## src/rtl/text_console_cell_engine_core_macros.svh

```systemverilog
// Assertion macros for the text console cell engine.
// Expects clk and rst_n in the scope of each use.
`ifndef TEXT_CONSOLE_CELL_ENGINE_CORE_MACROS_SVH
`define TEXT_CONSOLE_CELL_ENGINE_CORE_MACROS_SVH

// condition holds at every edge out of reset
`define TCCE_ASSERT_ALWAYS(lbl, cond, msg) \
  lbl: assert property (@(posedge clk) disable iff (!rst_n) (cond)) else $error(msg);

// antecedent implies consequent in the same cycle
`define TCCE_ASSERT_IMPL(lbl, ante, cons, msg) \
  lbl: assert property (@(posedge clk) disable iff (!rst_n) (ante) |-> (cons)) else $error(msg);

// antecedent implies consequent in the next cycle
`define TCCE_ASSERT_NEXT(lbl, ante, cons, msg) \
  lbl: assert property (@(posedge clk) disable iff (!rst_n) (ante) |=> (cons)) else $error(msg);

`endif

```

## src/rtl/tcce_pkg.sv

```systemverilog
// Shared types and constants of the text console cell engine.
// No dependencies; imported by the controller, datapath and top level.
package tcce_pkg;

  localparam int IN_DATA_W  = 40;
  localparam int IN_USER_W  = 3;
  localparam int OUT_DATA_W = 32;
  localparam int CFG_IDX_W  = 3;
  localparam int CFG_DATA_W = 8;
  localparam int CELL_W     = 15;

  typedef enum logic [2:0] {
    ACT_PUTC        = 3'd0,
    ACT_SET_CURSOR  = 3'd1,
    ACT_CLEAR       = 3'd2,
    ACT_SCROLL_UP   = 3'd3,
    ACT_SCROLL_DOWN = 3'd4,
    ACT_READ_CELL   = 3'd5
  } act_t;

  localparam logic [CFG_IDX_W-1:0] REG_LEFT   = 3'd0;
  localparam logic [CFG_IDX_W-1:0] REG_TOP    = 3'd1;
  localparam logic [CFG_IDX_W-1:0] REG_COLS   = 3'd2;
  localparam logic [CFG_IDX_W-1:0] REG_ROWS   = 3'd3;
  localparam logic [CFG_IDX_W-1:0] REG_SCROLL = 3'd4;
  localparam logic [CFG_IDX_W-1:0] REG_FORE   = 3'd5;
  localparam logic [CFG_IDX_W-1:0] REG_BACK   = 3'd6;

  localparam logic [7:0] CH_BS    = 8'd8;
  localparam logic [7:0] CH_TAB   = 8'd9;
  localparam logic [7:0] CH_LF    = 8'd10;
  localparam logic [7:0] CH_CR    = 8'd13;
  localparam logic [7:0] CH_SPACE = 8'd32;

  localparam logic [6:0] RST_LEFT   = 7'd0;
  localparam logic [5:0] RST_TOP    = 6'd0;
  localparam logic [7:0] RST_COLS   = 8'd128;
  localparam logic [6:0] RST_ROWS   = 7'd64;
  localparam logic       RST_SCROLL = 1'b1;
  localparam logic [3:0] RST_FORE   = 4'd7;
  localparam logic [3:0] RST_BACK   = 4'd0;

  typedef struct packed {
    logic init_step;
    logic accept;
    logic exec;
    logic rd_cap;
    logic scr_wr;
    logic clr_wr;
    logic load_out;
  } dp_cmd_t;

  typedef struct packed {
    logic init_done;
    logic to_scroll;
    logic loop_done;
    act_t act;
  } dp_sts_t;

endpackage

```

## src/rtl/tcce_ctrl.sv

```systemverilog
// Sequencer of the text console cell engine: clearing pass, action steps, output hold.
// Depends on tcce_pkg.
module tcce_ctrl
  import tcce_pkg::*;
(
  input  logic    clk,
  input  logic    rst_n,
  input  logic    in_tvalid,
  output logic    in_tready,
  output logic    out_tvalid,
  input  logic    out_tready,
  input  dp_sts_t sts,
  output dp_cmd_t cmd
);

  typedef enum logic [7:0] {
    ST_INIT   = 8'b0000_0001,
    ST_IDLE   = 8'b0000_0010,
    ST_EXEC   = 8'b0000_0100,
    ST_RDW    = 8'b0000_1000,
    ST_SCR_RD = 8'b0001_0000,
    ST_SCR_WR = 8'b0010_0000,
    ST_CLR    = 8'b0100_0000,
    ST_FIN    = 8'b1000_0000
  } state_t;

  state_t state_r, state_nxt;
  logic   out_valid_r, out_valid_nxt;
  logic   out_free;

  assign out_free   = !out_valid_r || out_tready;
  assign out_tvalid = out_valid_r;

  always_comb begin
    cmd       = '0;
    in_tready = 1'b0;
    state_nxt = state_r;
    unique case (state_r)
      ST_INIT: begin
        cmd.init_step = 1'b1;
        if (sts.init_done) state_nxt = ST_IDLE;
      end
      ST_IDLE: begin
        in_tready = 1'b1;
        if (in_tvalid) begin
          cmd.accept = 1'b1;
          state_nxt  = ST_EXEC;
        end
      end
      ST_EXEC: begin
        cmd.exec = 1'b1;
        unique case (sts.act)
          ACT_CLEAR:                      state_nxt = ST_CLR;
          ACT_SCROLL_UP, ACT_SCROLL_DOWN: state_nxt = ST_SCR_RD;
          ACT_READ_CELL:                  state_nxt = ST_RDW;
          default: begin
            if (sts.to_scroll) begin
              state_nxt = ST_SCR_RD;
            end else if (out_free) begin
              cmd.load_out = 1'b1;
              state_nxt    = ST_IDLE;
            end else begin
              state_nxt = ST_FIN;
            end
          end
        endcase
      end
      ST_RDW: begin
        cmd.rd_cap = 1'b1;
        if (out_free) begin
          cmd.load_out = 1'b1;
          state_nxt    = ST_IDLE;
        end else begin
          state_nxt = ST_FIN;
        end
      end
      ST_SCR_RD: state_nxt = ST_SCR_WR;
      ST_SCR_WR: begin
        cmd.scr_wr = 1'b1;
        if (!sts.loop_done) begin
          state_nxt = ST_SCR_RD;
        end else if (out_free) begin
          cmd.load_out = 1'b1;
          state_nxt    = ST_IDLE;
        end else begin
          state_nxt = ST_FIN;
        end
      end
      ST_CLR: begin
        cmd.clr_wr = 1'b1;
        if (sts.loop_done) begin
          if (out_free) begin
            cmd.load_out = 1'b1;
            state_nxt    = ST_IDLE;
          end else begin
            state_nxt = ST_FIN;
          end
        end
      end
      ST_FIN: begin
        if (out_free) begin
          cmd.load_out = 1'b1;
          state_nxt    = ST_IDLE;
        end
      end
      default: state_nxt = ST_INIT;
    endcase
  end

  always_comb begin
    out_valid_nxt = out_valid_r;
    if (cmd.load_out) out_valid_nxt = 1'b1;
    else if (out_tready) out_valid_nxt = 1'b0;
  end

  always_ff @(posedge clk) begin
    if (!rst_n) begin
      state_r     <= ST_INIT;
      out_valid_r <= 1'b0;
    end else begin
      state_r     <= state_nxt;
      out_valid_r <= out_valid_nxt;
    end
  end

endmodule

```

## config.mk

```make
export PLATFORM = sky130hd
export DESIGN_NAME = tcce_ctrl
export DESIGN_NICKNAME = d
export VERILOG_FILES = /design/src/rtl/text_console_cell_engine_core_macros.svh /design/src/rtl/tcce_pkg.sv /design/src/rtl/tcce_ctrl.sv
export SDC_FILE = /design/constraint.sdc
export NUM_CORES = 1
export LEC_CHECK = 0
export ABC_AREA = 1
export BUFFER_PORTS_ARGS = -buffer_cell sky130_fd_sc_hd__buf_2
export CAP_MARGIN = 15
export CORE_MARGIN = 3
export CORE_UTILIZATION = 45
export DETAILED_ROUTE_END_ITERATION = 10
export PLACE_DENSITY_LB_ADDON = 0.25
export RECOVER_POWER = 25
export SETUP_SLACK_MARGIN = 0.3
export SYNTH_ARGS = -nofsm -noshare
export SYNTH_HDL_FRONTEND = slang
export SYNTH_SLANG_ARGS = --single-unit
```

## constraint.sdc

```tcl
create_clock -name clk -period 1.3 [get_ports clk]
set_clock_uncertainty 0.05 [all_clocks]
set_input_delay 0.065 -clock clk [delete_from_list [all_inputs] [get_ports clk]]
set_output_delay 0.065 -clock clk [all_outputs]
set_load 0.005 [all_outputs]
```

After elaboration in Yosys (flattened, before gate mapping):

Index checks and enable logic that the tools add are counted.

* register bits: 9
* bits of input ports: 10
* logic and storage cells: 50

* equality and inequality tests: 16
* multiplexer cells: 24
* reduce and logical (&&, ||, !) cells: 8

Operators by type and width (number)
* $pmux W8 S8: 1
* $mux W8: 7
* $pmux W8 S3: 1
* $mux W1: 14
* $eq A8 B1 Y1 const B: 1
* $eq A8 B2 Y1 const B: 1
* $eq A8 B3 Y1 const B: 1
* $eq A8 B4 Y1 const B: 1
* $eq A8 B5 Y1 const B: 1
* $eq A8 B6 Y1 const B: 1
* $eq A8 B7 Y1 const B: 1
* $eq A8 B8 Y1 const B: 1
* $ne A2 B2 Y1 const B: 4
* $eq A3 B2 Y1 const B: 2
* $eq A3 B3 Y1 const B: 2
* $reduce_or A2 Y1: 3
* $reduce_and A4 Y1: 1
* $reduce_or A4 Y1: 1
* $pmux W1 S3: 1
* $reduce_bool A2 Y1: 1
* $logic_not A1 Y1: 1
* $logic_or A1 B1 Y1: 1

Depth between registers and ports, before layout:

* word-level depth: 7
* mapped depth: 10
* mapped depth without buffers: 10

Worst setup path after synthesis:

OpenSTA, ideal clock, no wires.

* kind: register -> register
* from: register state_r[2]
* to: register state_r[7]
* library setup time: 0.119 ns
* data arrival time: 1.035 ns
* required time: 1.131 ns
* path slack: 0.096 ns
* cell stages (with the launch flop): 9
* buffers on the path: 0
* period minus slack after synthesis: 1.204 ns
* cells stage by stage: dfxtp_1 > nor2_2 > nand2_4 > nor2_2 > nand2_1 > nand2_1 > nor2_2 > nand2_1 > a21oi_2

* word-level cells in the longest chain between the ends: 3

Ends and longest elaborated chain
* from (decl): RTL line tcce_ctrl.sv:27 `state_t state_r, state_nxt;`
* from (signal assigned): RTL line tcce_ctrl.sv:121 `state_r <= state_nxt;`
* $eq A8 B8 Y1, or another cell as far along: RTL line tcce_ctrl.sv:38 `unique case (state_r)`
* $ne A2 B2 Y1 (no source line)
* $reduce_and A4 Y1 (no source line)

Several ways; a longest one is shown, not always the timed one.
A chain may end at the register's enable or synchronous reset.

==> reports/metrics.yaml <==
power_and_ir_drop:
  irDropWorstVdd_v: 0.000557
  power_frac_comb_pct: 38.9
  clock_power_share_pct: 25.6
  powerDensity_nw_per_um2: 736
  seqPwrFrac_pct: 35.5
  total_leakage_power_nw: 0.610
  switching_power_w: 0.000324
  intPower_w: 0.000556
  p_sw_share_pct: 36.8
sta:
  relSlewSlack_pct: 83.5
  setup_ws_ns: -0.214
  finalCritPeriodShare_pct: 116
  tightest_slew_ns: 0.247
  hold_ws_ns: 0.0315
  grt_setup_unrepaired: "true"
  finalSetupViolCount: 13
  period_needed_ns: 1.51
  drv_slew: 0
  fmax_mhz: 661
  hold_viol: 0
floorplan:
  die_x_um: 45.8
  io_pins: 19
  core_um2: 1400
  core.rowCount: 13
  start_util_pct: 51.1
  die_h_um: 45.8
  die_area_um2: 2100
hold_path:
  whs_endpoint: "state_r[0]"
  hp-class: "primary input to register"
  whs_path_depth: 4
  min_from: "sts[5]"
cells_and_area:
  antenna_cells: 0
  finish.instance_area_um2: 1190
  area_delta_synth_final_pct: 67.3
  num-nets-final: 165
  drive_gt1_share_pct: 61.7
clock_network:
  cts_sinks: 9
  numCtsBuffers: 3
  cts_max_path_buffers: 2
  clkTransAtPathRegs_ns: 0.06
  cts_htree_levels: 1
  cts_tree: "built"
  clock-root-buffer: "clkbuf_4"
  clock_latency_ns: 0.27
critical_path:
  r2r_start: "state_r[7]"
  cp_max_fo: 3
  cp-startpoint: "state_r[7]"
  r2r_cells: 11
  end_kind: "output pin"
  required_ns: 1.19
  arrival_ns: 1.40
  r2r_slack_ns: -0.13
  rr_endpoint: "state_r[1]"
  startpoint_type: "register"
  critPathKind: "register to output pin"
logic_synthesis:
  syn_area_um2: 714
  synth_cell_types: 22
  synth_cells: 115
  synth-seq-area-share_pct: 25.2
  synth-seq-cells: 9
  synth_nets: 125
  yosysWarnings: 0
  syn_area_per_cell_um2: 6.21
drt:
  post-route-drc-count: 0
  num_vias: 904
  wl_per_cell_um: 14.9
  viasPerCell: 5.35
  drtIter0Drc: 23
  ant_nets: 0
  wirelength_mm: 2.51
  dr.pass1.iters: 4
grt:
  grt_max_degree: 7
  grt_overflow: 0
  grt_pass1_wl_mm: 3.51
  grt_usage_pct: 23.7
  grt_pass1_vias: 835
  antenna_found_initial: 0
run:
  drv_cap: 0
run_status:
  violations: "setup timing"
  status: "finished with violations"
place:
  hpwl_mm: 1.42
  post_dp_cell_area_um2: 862
  port_buffers: 18
  gp_congestion: 0.914
[metrics by stage]
stage | utilization [%] | setup TNS (ns) | total power [W] | setup WS [ns] | cells
3_5_place_dp | 61.6 | 0 | 0.000570 | 0.0299 | 147
6_report | 85.4 | -1.18 | 0.000879 | -0.214 | 169
5_1_grt | 85.4 | -1.87 | 0.000921 | -0.290 | 169
2_1_floorplan | - | 0 | 0.000510 | 0.155 | 115
3_3_place_gp | 61.6 | 0 | 0.000567 | 0.0542 | 147
4_1_cts | 73.0 | -0.708 | 0.000805 | -0.150 | 162
[cell usage after synthesis (all sizes together)]
| library cell | instances | area [µm²] |
|---|---|---|
| and3 | 1 | 6.26 |
| buf | 1 | 7.51 |
| o221ai | 1 | 8.76 |
| nor3 | 3 | 15.0 |
| a21oi | 4 | 23.8 |
| o211ai | 1 | 7.51 |
| nand4 | 6 | 37.5 |
| dfxtp | 9 | 180 |
| nand2 | 34 | 160 |
| inv | 25 | 96.4 |
| nor2 | 22 | 126 |
| nand3 | 7 | 40.0 |
| o21ai | 1 | 5.00 |
[what timing repair did]
action | 4_1_cts | 5_1_grt
pin swaps | 6 | 10
gates resized for setup | 15 | 31
setup endpoints to repair | 17 | 17
hold buffers | 1 | 0
setup buffers | 10 | 7
hold endpoints to repair | 2 | 0
[per-layer routing]
layer | global-route usage, % | up-vias | wire, µm
li1 | - | 436 | -
met1 | 27.2 | 412 | 967
met2 | 39.8 | 44 | 1290
met3 | 3.16 | 12 | 163
met4 | 15.9 | 0 | 89
met5 | 0 | - | 0
[worst max path at each step]
| stage | to | slack (ns) | cells after the start |
|---|---|---|---|
| 5_1_grt | cmd[0] | -0.29 | 8 |
| 4_1_cts | cmd[0] | -0.15 | 6 |
| 3_5_place_dp | state_r[7] | 0.03 | 9 |
| 2_1_floorplan | state_r[7] | 0.16 | 9 |
| 3_3_place_gp | state_r[1] | 0.05 | 9 |
| 6_report | cmd[0] | -0.21 | 8 |
[cells in the final DEF, fill, tap and decap left out, drive strengths merged]
master / n
nand4: 6
dfxtp: 9
dlygate4sd3: 1
a21oi: 4
nand2: 34
and3: 1
o221ai: 1
o211ai: 1
buf: 35
nor3: 3
nand3: 7
clkbuf: 4
o21ai: 1
nor2: 22
inv: 25
[flip-flops by register name (all words and copies together) (netlist names)]
register and cells:
state_r 8, out_tvalid 1
[cells by family (layout without fill, tap and decap cells)]
logic type	count (synthesis)	count (layout)	synth area share (%)
and+or+nand+nor	73	73	53.9
AOI/OAI and AO/OA	7	7	6.30
buffers and inverters	26	65	14.5
DFF	9	9	25.2
[power groups by stage]
stage	logic (W)	registers, W	clock network, W
finish	0.000342	0.000312	0.000225
global route	0.000370	0.000313	0.000238
CTS	0.000269	0.000315	0.000222
detailed placement	0.000246	0.000324	0
global placement	0.000244	0.000323	0
floorplan	0.000189	0.000321	0
[critical path, stage by stage, from the launching register on]
cell and delay (ns):
dfxtp_4 0.37, inv_4 0.08, nand2_1 0.07, nor2_2 0.17
nand2_4 0.08, inv_4 0.07, o21ai_2 0.07, o211ai_1 0.09
buf_2 0.14
[cell type report]
cell class / count / area (µm²)
clock buffer: 4 / 26.3
timing repair buffer: 36 / 275
inverter: 25 / 106
multi-input combinational: 80 / 563
sequential: 9 / 205
fill: 87 / 204
tap: 15 / 18.8
Power figures use the tool's default switching activity.
